File: config.mk
export PLATFORM = sky130hd
export DESIGN_NAME = epc_div
export DESIGN_NICKNAME = d
export VERILOG_FILES = /design/src/hdl/epc_pkg.sv /design/src/hdl/epc_div.sv
export SDC_FILE = /design/constraint.sdc
export NUM_CORES = 2
export LEC_CHECK = 0
export BUFFER_PORTS_ARGS = -buffer_cell sky130_fd_sc_hd__buf_2
export CAP_MARGIN = 20
export CORE_MARGIN = 2
export CORE_UTILIZATION = 63
export DETAILED_ROUTE_END_ITERATION = 16
export PLACE_DENSITY = 0.8
export SLEW_MARGIN = 20
export SYNTH_ARGS = -nofsm -noshare
export SYNTH_HDL_FRONTEND = slang
export SYNTH_SLANG_ARGS = --single-unit
File: constraint.sdc
create_clock -name clock -period 4.2 [get_ports clock]
set_clock_uncertainty 0.05 [all_clocks]
set_input_delay 0.63 -clock clock [delete_from_list [all_inputs] [get_ports clock]]
set_output_delay 0.63 -clock clock [all_outputs]
set_load 0.02 [all_outputs]
File: src/hdl/epc_pkg.sv
// Shared constants for the edge pair compatibility unit.
package epc_pkg;

   // Default coordinate format, unsigned Q12.8.
   localparam int COORD_INT_BITS_DEF  = 12;
   localparam int COORD_FRAC_BITS_DEF = 8;

   // Default score format, unsigned Q1.16 with 2^16 standing for 1.0.
   localparam int SCORE_FRAC_BITS_DEF = 16;

   // Squared lengths are scaled by 2^LEN_SHIFT before the square root.
   localparam int LEN_SHIFT = 16;

endpackage

File: src/hdl/epc_div.sv
// Pipelined saturating fraction divider, one quotient bit per stage.
module epc_div
   import epc_pkg::*;
#(
   parameter int NUM_W  = 32,
   parameter int DEN_W  = 32,
   parameter int FRAC_W = SCORE_FRAC_BITS_DEF
) (
   input  logic              clock,
   input  logic [NUM_W-1:0]  num,
   input  logic [DEN_W-1:0]  den,
   output logic [FRAC_W:0]   quo
);

   localparam int CMP_W = (NUM_W > DEN_W) ? NUM_W : DEN_W;
   localparam logic [FRAC_W:0] ONE = {1'b1, {FRAC_W{1'b0}}};

   logic [DEN_W-1:0]  den_ff  [FRAC_W+1];
   logic [DEN_W-1:0]  rem_ff  [FRAC_W+1];
   logic [FRAC_W-1:0] q_ff    [FRAC_W+1];
   logic              zero_ff [FRAC_W+1];
   logic              sat_ff  [FRAC_W+1];
   logic [FRAC_W:0]   quo_ff;

   // Entry stage: flag a zero divisor and a ratio of one or more.
   always_ff @(posedge clock) begin
      den_ff[0]  <= den;
      rem_ff[0]  <= DEN_W'(num);
      q_ff[0]    <= '0;
      zero_ff[0] <= (den == '0);
      sat_ff[0]  <= (CMP_W'(num) >= CMP_W'(den));
   end

   // Restoring division steps.
   for (genvar k = 1; k <= FRAC_W; k++) begin : g_step
      logic [DEN_W:0] shifted;
      logic           take;

      assign shifted = {rem_ff[k-1], 1'b0};
      assign take    = shifted >= {1'b0, den_ff[k-1]};

      always_ff @(posedge clock) begin
         den_ff[k]  <= den_ff[k-1];
         zero_ff[k] <= zero_ff[k-1];
         sat_ff[k]  <= sat_ff[k-1];
         q_ff[k]    <= {q_ff[k-1][FRAC_W-2:0], take};
         if (take) begin
            rem_ff[k] <= DEN_W'(shifted - {1'b0, den_ff[k-1]});
         end else begin
            rem_ff[k] <= DEN_W'(shifted);
         end
      end
   end

   // Final selection of the special cases.
   always_ff @(posedge clock) begin
      if (zero_ff[FRAC_W]) begin
         quo_ff <= '0;
      end else if (sat_ff[FRAC_W]) begin
         quo_ff <= ONE;
      end else begin
         quo_ff <= {1'b0, q_ff[FRAC_W]};
      end
   end

   assign quo = quo_ff;

endmodule
* Word level (Yosys, flattened, before mapping)
Memory sizes are Yosys's and may differ from the RTL's.
Cells that the tools add are included.
** Operators by class
- Add/subtract/negate cells :: 16
- Magnitude comparators :: 17
- Muxes and demuxes :: 65
- Bitwise logic cells :: 16
- Reduce and logical (&&, ||, !) cells :: 2
** Operators with widths (count)
- greater-or-equal comparator 33 x 32 -> 1 bit :: 16
- 2-to-1 mux 32 bit :: 16
- subtractor 32 bit :: 16
- 2-to-1 mux 1 bit :: 48
- greater-or-equal comparator 32 bit :: 1
- zero test 32 bit :: 1
- 2-to-1 mux 17 bit :: 1
- OR 1 bit :: 16
- OR reduction 2 bit :: 1
** Storage, ports and cells
- Flip-flop bits (word level) :: 17
- RAM bits :: 1394
- Bits of input ports :: 65
- Output and inout port bits :: 17
- Word-level logic and storage cells :: 123
- Memories kept :: 5
** Memories
- den_ff :: depth 17, bits a word 32, read ports 16, clocked after memory_dff 0, wr ports 17, RTL line epc_div.sv:18 : logic [DEN_W-1:0] den_ff [FRAC_W+1];
- rem_ff :: depth 17, bits a word 32, read ports 16, clocked after memory_dff 0, wr ports 17, RTL line epc_div.sv:19 : logic [DEN_W-1:0] rem_ff [FRAC_W+1];
- q_ff :: depth 17, bits a word 16, read ports 17, clocked after memory_dff 0, wr ports 17, RTL line epc_div.sv:20 : logic [FRAC_W-1:0] q_ff [FRAC_W+1];
- sat_ff :: depth 17, bits a word 1, read ports 17, clocked after memory_dff 0, wr ports 17, RTL line epc_div.sv:22 : logic sat_ff [FRAC_W+1];
- zero_ff :: depth 17, bits a word 1, read ports 17, clocked after memory_dff 0, wr ports 17, RTL line epc_div.sv:21 : logic zero_ff [FRAC_W+1];

* Longest topological paths before layout
An unclocked memory read counts as a cell.
- Word-level depth :: 5
- Depth in mapped cells :: 15
- Gate-level depth less buffers :: 13

* Worst setup path before layout
OpenSTA, ideal clock, no wires.
- Path kind :: flip-flop to flip-flop
- Start point :: mem den_ff[5][1] (netlist: den_ff[0][161])
- End point :: mem rem_ff[6][11]
- Setup time :: 0.123 ns
- Arrival :: 3.186 ns
- Required time :: 4.027 ns
- Slack :: 0.841 ns
- Cell stages (with the launch flop) :: 13
- Buffers on the path :: 1
- Clock period less this slack :: 3.359 ns
- Path through :: dfxtp_1 > inv_1 > ha_1 > nor2b_1 > o31a_1 > o311a_1 > o31a_1 > a311oi_2 > o31a_1 > nor3_1 > a221oi_4 > buf_4 > mux2_1
** RTL lines (RTL line)
- start, declared :: epc_div.sv:18
- end, declared :: epc_div.sv:19

==> impl_results.md <==
- Clock latency on the worst-skew pair: about 760 ps
- #FFs+latches synth: approximately 1200
- Via density: approximately 5.8
- IO Port Bufs: 81
- Syn nets: around 7000
- Most frequent cells in the layout: 1211 x dfxtp_1, 653 x inv_1, 543 x ha_1, 498 x a21oi_1, 492 x nand2_1
- Initial DRC Count: around 3500
- Total power: between 0.05 and 0.06 W
- Global-route wire length before repair: between 200 and 250 mm
- Cell taking the most area after synthesis: dfxtp_1
- Hold path depth: 1
- Critical Path Max Stage Delay: 430 ps
- Hold Path Class: input port to flop
- Pin count of the biggest net entering global routing: 65
- Number of global-route vias before repair: about 44000
- Crit-path cells: inv_1 > ha_1 > nand2_1 > nor3_2 > nand2_1 > a211oi_1 > o211ai_1 > a21boi_0 > o21a_1 > a211oi_1 > nor2_4 > buf_4 > mux2_2
- Setup tns final: 0 ps
- Synth Area in Adders: 12.4%
- Initial antenna violation count: 3
- Number of remaining DRC errors: 0
- Ant diodes: 0
- Leading post-synthesis cells by cell area: dfxtp_1 42%, ha_1 12%, a21oi_1 4.4%
- WL/cell: 18.6 um
- Crit path max fanout: 23
- Fmax: 251 MHz
- Die ar.: 93300 sq um
- WP data required: ~4700 ps
- GR Overflow Total: 0
- Row count: 110
- Max-slew violations: 0
- Top_reg_cell synth: dfxtp_1
- Finished Layout Cells: 7698
- Setup fix buffers added after clock tree synthesis: 0
- Maximum VDD drop: 0.610 mV
- Mapped Area: 57200 sq um
- # IOs: 82
- Clk slew on worst S/H paths: 60 ps
- Slew margin rel.: 31.7%
- Warnings from Yosys: 0
- Setup crit end kind: flop
- Die H: 305 um
- Status: completed
- Setup Crit Path Kind: flop to flop
- Hold Path End: den_ff[0][27]$_DFF_P_
- Area Growth Syn to Fin: 11.8%
- Final Wtd Congestion: ~0.96
- CP arrival: 4520 ps
- HP Start: den[27]
- Async SR Flop Fraction: 0%
- Worst-Margin Slew: 1020 ps
- # placed instances: 7420
- Commonest non-fill, non-tap cell in the layout: dfxtp_1
- Number of nets in the layout: just over 7000
- Clock Tree Root: clkbuf_16
- Flop-to-flop setup slack: 210 ps
- Reg2reg end: rem_ff[1][19]$_DFF_P_
- Yosys cell types: 82
- Proportion of synthesized area in mux cells: 3.64%
- Power Density: 877 nW/um^2
- Post-synthesis compound-gate area fraction: between 10% and 20%
- Tcrit/Tclk final: a little over nine tenths
- Crit-path leading delay family: compound AO/OA/AOI/OAI gates
- CORE AREA: 90000 sq um
- Xor/xnor cell area share of the yosys netlist: 6.21%
- Syn_area_per_cell: 9.13 sq um
- GR Util All Layers: a little over 30%
- CTS tree: yes
- Sequential-to-total area share from yosys stat: 42.4%
- 1st-pass router iterations: 6
- Clk sinks: 1211
- EDFF count, synth: 0
- Routed WL: 143 mm
- WP buf/inv: 2
- Final Hold Slack: 27.7 ps
- Syn Inst Count: 6269
- R2R Path Start: den_ff[0][19]$_DFF_P_
- Minimum clock period: 3990 ps
- Count of final hold-check violations: 0
- CP Launch Type: flop
- Chip Width: 305 um
- Number of nets with antenna violations after routing: 0
- HPWL Detailed: 109 mm
- Main combinational cell family by area after synthesis: compound AO/OA/AOI/OAI gates
- CTS Buffer Depth: 3
- Reg2Reg Depth: 13
- Initial core utilization: 63.6%
- RSZ-0062 raised after global routing: false
- Max stage delay cell, worst path: a211oi_1
- # fillers: roughly 6700
- Number of CTS-inserted buffers: 120
- Max-cap violations: 0
- Final setup viols: 0
- Synth top area share: 42.4%
- Vias: ~45000
- H-tree levels: 3
- Leak: between 30 and 40 nW
- Synth Area in Simple Gates: a little under an eighth
- Fraction of layout cells with a size suffix above 1: 9.08%
[power breakdown]
group / internal [W] / leakage (nW) / switching, W
Combinational: 0.0122 / 17.7 / 0.0154
Sequential: 0.0151 / 10.2 / 0.00212
Clock: 0.00662 / 2.09 / 0.00466
[worst reg2reg max path, cell delays in order, from the launching register on]
cell,delay [ps]
dfxtp_1,350
inv_1,60
ha_1,380
nand2_1,130
nor3_2,380
nand2_1,160
a211oi_1,430
o211ai_1,160
a21boi_0,270
o21a_1,230
a211oi_1,180
nor2_4,300
buf_4,390
mux2_2,410
[sequential cells by signal, summed over array words and instances (netlist names)]
register,flops
den_ff,512
rem_ff,512
q_ff,136
quo,17
sat_ff,17
zero_ff,17
[worst max-delay path by stage]
| stage | startpoint | cells after the start | slack [ps] | to |
|---|---|---|---|---|
| after floorplan | den_ff[0][161]$_DFF_P_ | 12 | 840 | rem_ff[6][11]$_DFF_P_ |
| after global placement | den_ff[0][19]$_DFF_P_ | 13 | 260 | rem_ff[1][17]$_DFF_P_ |
| after detailed placement | den_ff[0][19]$_DFF_P_ | 13 | 120 | rem_ff[1][19]$_DFF_P_ |
| after CTS | den_ff[0][19]$_DFF_P_ | 13 | 70 | rem_ff[1][12]$_DFF_P_ |
| after global routing | den_ff[0][19]$_DFF_P_ | 13 | 10 | rem_ff[1][16]$_DFF_P_ |
| final | den_ff[0][19]$_DFF_P_ | 13 | 210 | rem_ff[1][19]$_DFF_P_ |
[routing by layer]
| layer | vias up | part of all wire, % | wire length, um | track usage (%) |
|---|---|---|---|---|
| met4 | 4 | 4.7 | 6750 | 13.3 |
| li1 | 21985 | - | - | - |
| met5 | - | 0.022 | 31 | 0 |
| met2 | 1384 | 48 | 68600 | 52.7 |
| met3 | 387 | 5.3 | 7630 | 4.67 |
| met1 | 20892 | 42 | 59900 | 36.7 |
[metrics by stage]
step / instance area (sq um) / utilization (%) / setup slack [ps]
after floorplan: 57200 / - / 841
after global placement: 59100 / 65.7 / 257
after detailed placement: 59100 / 65.7 / 125
after CTS: 64000 / 71.1 / 74.5
after global routing: 64000 / 71.1 / 14.0
final: 64000 / 71.1 / 213
[logic make-up after synthesis]
kind of cell / after synthesis
flops: 1211
compound gates: 1684
mux: 186
fa+ha+maj: 558
xor+xnor: 406
simple gates: 1404
buf+inv: 820
[cell usage after synthesis, types with 15 or more instances]
cell type,n
a211oi_1,40
a21boi_0,17
a21o_1,283
a21oi_1,500
a31o_2,18
a31oi_1,52
and2_1,41
and3_1,38
buf_2,28
clkbuf_1,131
dfxtp_1,1211
fa_1,15
ha_1,543
inv_1,653
mux2_2,177
nand2_1,492
nand2b_1,64
nand3_1,78
nand4_1,105
nor2_1,354
nor2b_1,74
nor3_1,58
nor4_1,25
o211ai_1,22
o21a_1,66
o21ai_0,434
o21bai_1,58
o31a_1,18
o31ai_1,31
or2_2,18
or3_1,15
xnor2_1,234
xor2_1,172
[cell type report]
type                       instances  area [sq um]  area share (%)
sequential                      1211         24200            37.9
multi-input combinational       4238         30000            46.8
clock inverter                    66           875            1.37
clock buffer                     157          3410            5.33
tap                             1176          1470            2.30
timing repair buffer             197          1550            2.43
inverter                         653          2450            3.83
[what timing repair did]
action | CTS | global route
hold endpoints to repair | 55 | 0
endpoints found under the setup margin | 0 | 23
hold buffers | 55 | 0
gates resized for setup | 0 | 2
(Power assumes the default switching activity.)
