File: config.mk
export PLATFORM = sky130hd
export DESIGN_NAME = epc_sqrt
export DESIGN_NICKNAME = d
export VERILOG_FILES = /design/src/hdl/epc_pkg.sv /design/src/hdl/epc_sqrt.sv
export SDC_FILE = /design/constraint.sdc
export NUM_CORES = 2
export LEC_CHECK = 0
export ABC_AREA = 0
export BUFFER_PORTS_ARGS = -buffer_cell sky130_fd_sc_hd__buf_4
export CORE_MARGIN = 2
export CORE_UTILIZATION = 60
export DETAILED_ROUTE_END_ITERATION = 8
export PLACE_DENSITY_LB_ADDON = 0.12
export SYNTH_ARGS = -nofsm -noshare
export SYNTH_HDL_FRONTEND = slang
export SYNTH_SLANG_ARGS = --single-unit
File: constraint.sdc
create_clock -name clock -period 8 [get_ports clock]
set_input_delay 0.8 -clock clock [delete_from_list [all_inputs] [get_ports clock]]
set_output_delay 0.8 -clock clock [all_outputs]
set_load 0.03 [all_outputs]
File: src/hdl/epc_pkg.sv
// Shared constants for the edge pair compatibility unit.
package epc_pkg;

   // Default coordinate format, unsigned Q12.8.
   localparam int COORD_INT_BITS_DEF  = 12;
   localparam int COORD_FRAC_BITS_DEF = 8;

   // Default score format, unsigned Q1.16 with 2^16 standing for 1.0.
   localparam int SCORE_FRAC_BITS_DEF = 16;

   // Squared lengths are scaled by 2^LEN_SHIFT before the square root.
   localparam int LEN_SHIFT = 16;

endpackage

File: src/hdl/epc_sqrt.sv
// Pipelined integer square root, one result bit per stage.
module epc_sqrt
   import epc_pkg::*;
#(
   parameter int IN_W = 2 * (COORD_INT_BITS_DEF + COORD_FRAC_BITS_DEF) + 3 + LEN_SHIFT
) (
   input  logic                      clock,
   input  logic [IN_W-1:0]           rad,
   output logic [(IN_W+1)/2-1:0]     root
);

   localparam int OUT_W = (IN_W + 1) / 2;
   localparam int RW    = 2 * OUT_W;

   // Remainder and partial root of every stage.
   logic [RW-1:0] v_ff [OUT_W+1];
   logic [RW-1:0] r_ff [OUT_W+1];

   // Stage zero takes the radicand.
   always_ff @(posedge clock) begin
      v_ff[0] <= RW'(rad);
      r_ff[0] <= '0;
   end

   // Each stage tries one power of four, from the top down.
   for (genvar k = 1; k <= OUT_W; k++) begin : g_step
      localparam logic [RW-1:0] BIT = RW'(1) << (2 * (OUT_W - k));
      logic [RW-1:0] trial;
      logic          take;

      assign trial = r_ff[k-1] + BIT;
      assign take  = v_ff[k-1] >= trial;

      always_ff @(posedge clock) begin
         if (take) begin
            v_ff[k] <= v_ff[k-1] - trial;
            r_ff[k] <= (r_ff[k-1] >> 1) + BIT;
         end else begin
            v_ff[k] <= v_ff[k-1];
            r_ff[k] <= r_ff[k-1] >> 1;
         end
      end
   end

   assign root = r_ff[OUT_W][OUT_W-1:0];

endmodule

After elaboration in Yosys (flattened, before gate mapping)

Memories as Yosys holds them, arrays and structs flattened.
Cells that the tools add are included.

Bits in registers: 0
RAM bits: 3720
Input bits: 60
Output and inout port bits: 30
Logic and storage cells: 332
Memories: 2

Memories:

| memory | depth | bits a word | read ports | clocked after Yosys merged registers in | wr ports | RTL line       | text |
|---|---|---|---|---|---|---|---|
| r_ff   | 31    | 60          | 31         | 0                                       | 31       | epc_sqrt.sv:17 | `logic [RW-1:0] r_ff [OUT_W+1];` |
| v_ff   | 31    | 60          | 30         | 0                                       | 31       | epc_sqrt.sv:16 | `logic [RW-1:0] v_ff [OUT_W+1];` |

Add/subtract/negate cells: 90
Magnitude comparators: 30
Muxes and demuxes: 150
Bitwise operators: 60

Operators with widths:

| operator               | count |
|---|---|
| $mux 60                | 60 |
| $ge 60x60->1           | 30 |
| $sub 60x60->60         | 30 |
| $mux 1                 | 90 |
| $add 59x1->60 const B  | 1 |
| $add 59x11->60 const B | 1 |
| $add 59x13->60 const B | 1 |
| $add 59x15->60 const B | 1 |
| $add 59x17->60 const B | 1 |
| $add 59x19->60 const B | 1 |
| $add 59x21->60 const B | 1 |
| $add 59x23->60 const B | 1 |
| $add 59x25->60 const B | 1 |
| $add 59x27->60 const B | 1 |
| $add 59x29->60 const B | 1 |
| $add 59x3->60 const B  | 1 |
| $add 59x31->60 const B | 1 |
| $add 59x33->60 const B | 1 |
| $add 59x35->60 const B | 1 |
| $add 59x37->60 const B | 1 |
| $add 59x39->60 const B | 1 |
| $add 59x41->60 const B | 1 |
| $add 59x43->60 const B | 1 |
| $add 59x45->60 const B | 1 |
| 41 further kinds       | 100 |

Depth between registers and ports, before layout

Word-level depth: 5
Mapped depth: 14
Depth with buffers taken out: 12

Least setup slack after synthesis

OpenSTA, ideal clock, no wires.

Kind: register to register
Start: memory r_ff[13][79] (netlist name)
End: memory v_ff[7][54] (netlist name)
Setup time: 0.072 ns
Arrival: 3.063 ns
Required time: 7.928 ns
Path slack: 4.865 ns
Cell stages (with the launch flop): 12
Buffers on the path: 1
Clock period less this slack: 3.135 ns
Cell sequence: dfxtp_1 inv_1 ha_1 clkbuf_1 nand4_1 or4_4 o41ai_4 o21ai_1 a2111o_1 or3_4 nor4_4 xor2_1

RTL lines:

| what        | RTL line |
|---|---|
| from (decl) | epc_sqrt.sv:17 |
| to (decl)   | epc_sqrt.sv:16 |

==> flow_metrics.env <==
export IMPL_initial_antenna_violation_count=4
export IMPL_grt_pass1_vias=59800
export IMPL_finalWirelength_um=207000
export IMPL_clkTransAtPathRegs_ns=0.06
export IMPL_skew_ns=0.0909
export IMPL_async_flop_share_pct=0
export IMPL_clock_sinks=2264
export IMPL_clk_insertion_delay_late_ns=0.86
export IMPL_period_minus_slack_ns=4.69
export IMPL_cts_made_buffers=211
export IMPL_total_negative_setup_slack_ns=0
export IMPL_final_setup_viol_count=0
export IMPL_worst_setup_path_start_kind="flop"
export IMPL_rsz0062_at_grt="no"
export IMPL_chipHeight_um=380
export IMPL_status="finished clean"
export IMPL_power_density_mw_per_mm2=361
export IMPL_area_growth_syn_to_layout_pct=12.6
export IMPL_synth_flop_cell="sky130_fd_sc_hd__dfxtp_1"
export IMPL_fin_nets=9220
export IMPL_route_vias_total=60400
export IMPL_maxCapViolCount=0
export IMPL_slew_hr_pct=13.3
export IMPL_worst_r2r_cell_count=11
export IMPL_critical_path_max_stage_delay_ns=1.07
export IMPL_syn_instance_count=8495
export IMPL_slowest_stage="sky130_fd_sc_hd__nor4_1"
export IMPL_netlist_area_pre_place_sq_mm=0.0847
export IMPL_hold_depth=1
export IMPL_holdCritPathClass="in2reg"
export IMPL_regToRegStartpoint="r_ff[12][90]$_DFF_P_"
export IMPL_synth_largest_area_cell="sky130_fd_sc_hd__dfxtp_1"
export IMPL_yosys_cell_types_count=99
export IMPL_synth_avg_cell_area_sq_um=9.97
export IMPL_clockBufferDepth=3
export IMPL_worstPathArrival_ns=5.41
export IMPL_worstSetupStartpoint="r_ff[12][90]$_DFF_P_"
export IMPL_die_outline_area_sq_mm=0.144
export IMPL_detailedRoute_firstPassIterationCount=5
export IMPL_placement_io_buffers=89
export IMPL_n_fill_cell=10900
export IMPL_ys_warn_count=0
export IMPL_fin_crit_sh_pct=58.6
export IMPL_min_from="rad[4]"
export IMPL_post_route_worst_setup_slack_ns=3.31
export IMPL_routed_wire_length_per_instance_um=19.3
export IMPL_globalRoute_totalOverflow=0
export IMPL_final_hold_viol_count=0
export IMPL_most_area_consuming_cells_after_synthesis="sky130_fd_sc_hd__dfxtp_1 53%, sky130_fd_sc_hd__ha_1 7.3%, sky130_fd_sc_hd__xnor2_1 4.1%"
export IMPL_required_ns=8.73
export IMPL_floorplan_initialDensity_pct=60.6
export IMPL_global_route_usage_total_pct=28.1
export IMPL_drt_initial_drc_count=4268
export IMPL_chipWidth_um=380
export IMPL_worstMarginPinSlew_ns=1.29
export IMPL_total_leakage_power_nw=43.2
export IMPL_synth_cells_most_frequent="2264 x sky130_fd_sc_hd__dfxtp_1, 603 x sky130_fd_sc_hd__inv_1, 586 x sky130_fd_sc_hd__nand2_1"
export IMPL_cts_htree_levels=4
export IMPL_place_detailed_hpwl_um=159000
export IMPL_clock_tree_root_cell="sky130_fd_sc_hd__clkbuf_16"
export IMPL_fmaxAchievable_mhz=213
export IMPL_ys_seq_area_share_pct=53.5
export IMPL_vias_per_cell=5.63
export IMPL_yosysMostFrequentCell="sky130_fd_sc_hd__dfxtp_1"
export IMPL_netlist_area_leader_share_pct=53.5
export IMPL_boundaryPins=90
export IMPL_std_cell_rows=137
export IMPL_cp_end_kind="flop"
export IMPL_wire_length_of_the_first_global_routing_pass_um=327000
export IMPL_pre_cts_slack_ns=3.49
export IMPL_irDropWorstVdd_mv=0.263
export IMPL_maxSlewViolCount=0
export IMPL_number_of_synthesized_flops_with_an_enable_pin=0
export IMPL_critPathMaxFanout=7
export IMPL_path_class="reg2reg"
export IMPL_cts_tree="built"
export IMPL_drtAntennaViolNets=0
export IMPL_crit_path_frequent_cell="sky130_fd_sc_hd__nand4_1"
export IMPL_post_route_cells_drive_above_1_share_pct=6.99
export IMPL_gp_congestion=0.935
export IMPL_cell_chain_critical_path="inv_1, ha_1, nand3_1, nor4_1, nand4_1, nand4_1, a211oi_4, nand4b_1, nor4_2, nor4b_1, xor2_1"
export IMPL_design_core_area_sq_mm=0.140
export IMPL_grt_start_max_net_pins=56
export IMPL_post_route_drc_count=0
export IMPL_synth_seq_cells=2264
layout make-up:
class / instances / area [sq um] / area share, %
Inverter: 606 / 2270 / 2.38
Clock inverter: 106 / 1830 / 1.91
Clock buffer: 289 / 5990 / 6.28
Timing Repair Buffer: 152 / 1220 / 1.28
Multi-Input combinational cell: 5434 / 36400 / 38.2
Antenna cell: 2 / 5.00 / 0.00524
Sequential cell: 2264 / 45300 / 47.5
Tap cell: 1876 / 2350 / 2.46
path summary, 6_finish.rpt:
check	endpoint	slack [ns]
worst max-delay path	v_ff[6][178]$_DFF_P_	3.31
worst min register to register	r_ff[14][84]$_DFF_P_	0.30
worst min-delay path	v_ff[0][4]$_DFF_P_	0.05
worst max register to register	v_ff[6][178]$_DFF_P_	3.31
state kept, by name (all words and copies together) (netlist names):
| register | flops |
|---|---|
| v_ff | 1799 |
| r_ff | 465 |
power by group:
part           internal (W)  switching (W)  total (W)  leakage (nW)
logic               0.00335        0.00433    0.00769          20.4
registers            0.0137        0.00219     0.0159          19.0
clock network       0.00642        0.00446     0.0109          3.76
total                0.0235         0.0110     0.0345          43.2
per-stage QoR:
step                total power, W  area (sq um)  cells  utilization, %  hold WS [ns]
floorplan                   0.0211         84700   8496               -         0.310
global placement            0.0235         87300  10300            62.4         0.310
detailed placement          0.0236         87300  10300            62.4         0.312
CTS                         0.0345         95400  10700            68.2      0.000833
global route                0.0362         95400  10700            68.2       0.00706
finish                      0.0345         95400  10700            68.2        0.0468
worst max-delay path: cells and delay by family, from the launching register on:
kind | cells | cell delay [ns]
AO/OA/AOI/OAI | 1 | 0.05
buffers and inverters | 1 | 0.05
flip-flops | 1 | 0.35
AND/OR/NAND/NOR | 7 | 3.51
adder cells (fa/ha/maj) | 1 | 0.41
XOR/XNOR | 1 | 0.23
routing by layer:
layer  GRT usage [%]  up-vias  part of all wire, %
li1                -    29900                    -
met1            37.5    28800                   46
met2            47.9     1424                   47
met3            4.03      325                  4.6
met4            7.36        2                  2.3
met5               0        -               0.0087
cells in the final DEF (no fill, tap or decap), types with 29 or more instances in the layout:
cell,n
sky130_fd_sc_hd__mux2_2,55
sky130_fd_sc_hd__dlygate4sd3_1,32
sky130_fd_sc_hd__xnor2_1,392
sky130_fd_sc_hd__inv_1,603
sky130_fd_sc_hd__xor2_1,392
sky130_fd_sc_hd__a211oi_1,41
sky130_fd_sc_hd__nor4_1,292
sky130_fd_sc_hd__buf_4,119
sky130_fd_sc_hd__nor4b_1,39
sky130_fd_sc_hd__o31ai_1,29
sky130_fd_sc_hd__clkbuf_8,42
sky130_fd_sc_hd__a21oi_1,530
sky130_fd_sc_hd__and3_1,36
sky130_fd_sc_hd__nand4_1,136
sky130_fd_sc_hd__nor2_1,562
sky130_fd_sc_hd__nand3_1,133
sky130_fd_sc_hd__o21ai_0,437
sky130_fd_sc_hd__o21a_1,88
sky130_fd_sc_hd__nor3_1,238
sky130_fd_sc_hd__dfxtp_1,2264
sky130_fd_sc_hd__or4_1,59
sky130_fd_sc_hd__nor2b_1,54
sky130_fd_sc_hd__o21bai_1,38
sky130_fd_sc_hd__nand2_1,586
sky130_fd_sc_hd__bufinv_16,34
sky130_fd_sc_hd__ha_1,491
sky130_fd_sc_hd__o211ai_1,35
sky130_fd_sc_hd__or3_1,91
sky130_fd_sc_hd__a31oi_1,43
sky130_fd_sc_hd__a21o_1,156
sky130_fd_sc_hd__nand2b_1,89
sky130_fd_sc_hd__or2_2,30
sky130_fd_sc_hd__clkbuf_16,211
sky130_fd_sc_hd__clkbuf_1,36
cell families (layout without fill, tap and decap cells):
family / Yosys count / after routing / share of synthesized area (%)
other cells: 1 / 4 / 0.00443
simple gates: 2486 / 2486 / 15.0
fa+ha+maj: 491 / 491 / 7.25
compound gates: 1607 / 1607 / 11.7
mux: 64 / 64 / 0.855
flops: 2264 / 2264 / 53.5
xor+xnor: 784 / 784 / 8.11
buf+inv: 798 / 1153 / 3.58
timing repair:
action | in CTS | in global routing
resized for setup | 0 | 0
buffers inserted | 0 | 0
hold buffers | 32 | 0
endpoints found under the hold margin | 32 | 0
No activity file was read; power rests on OpenSTA's default activity.
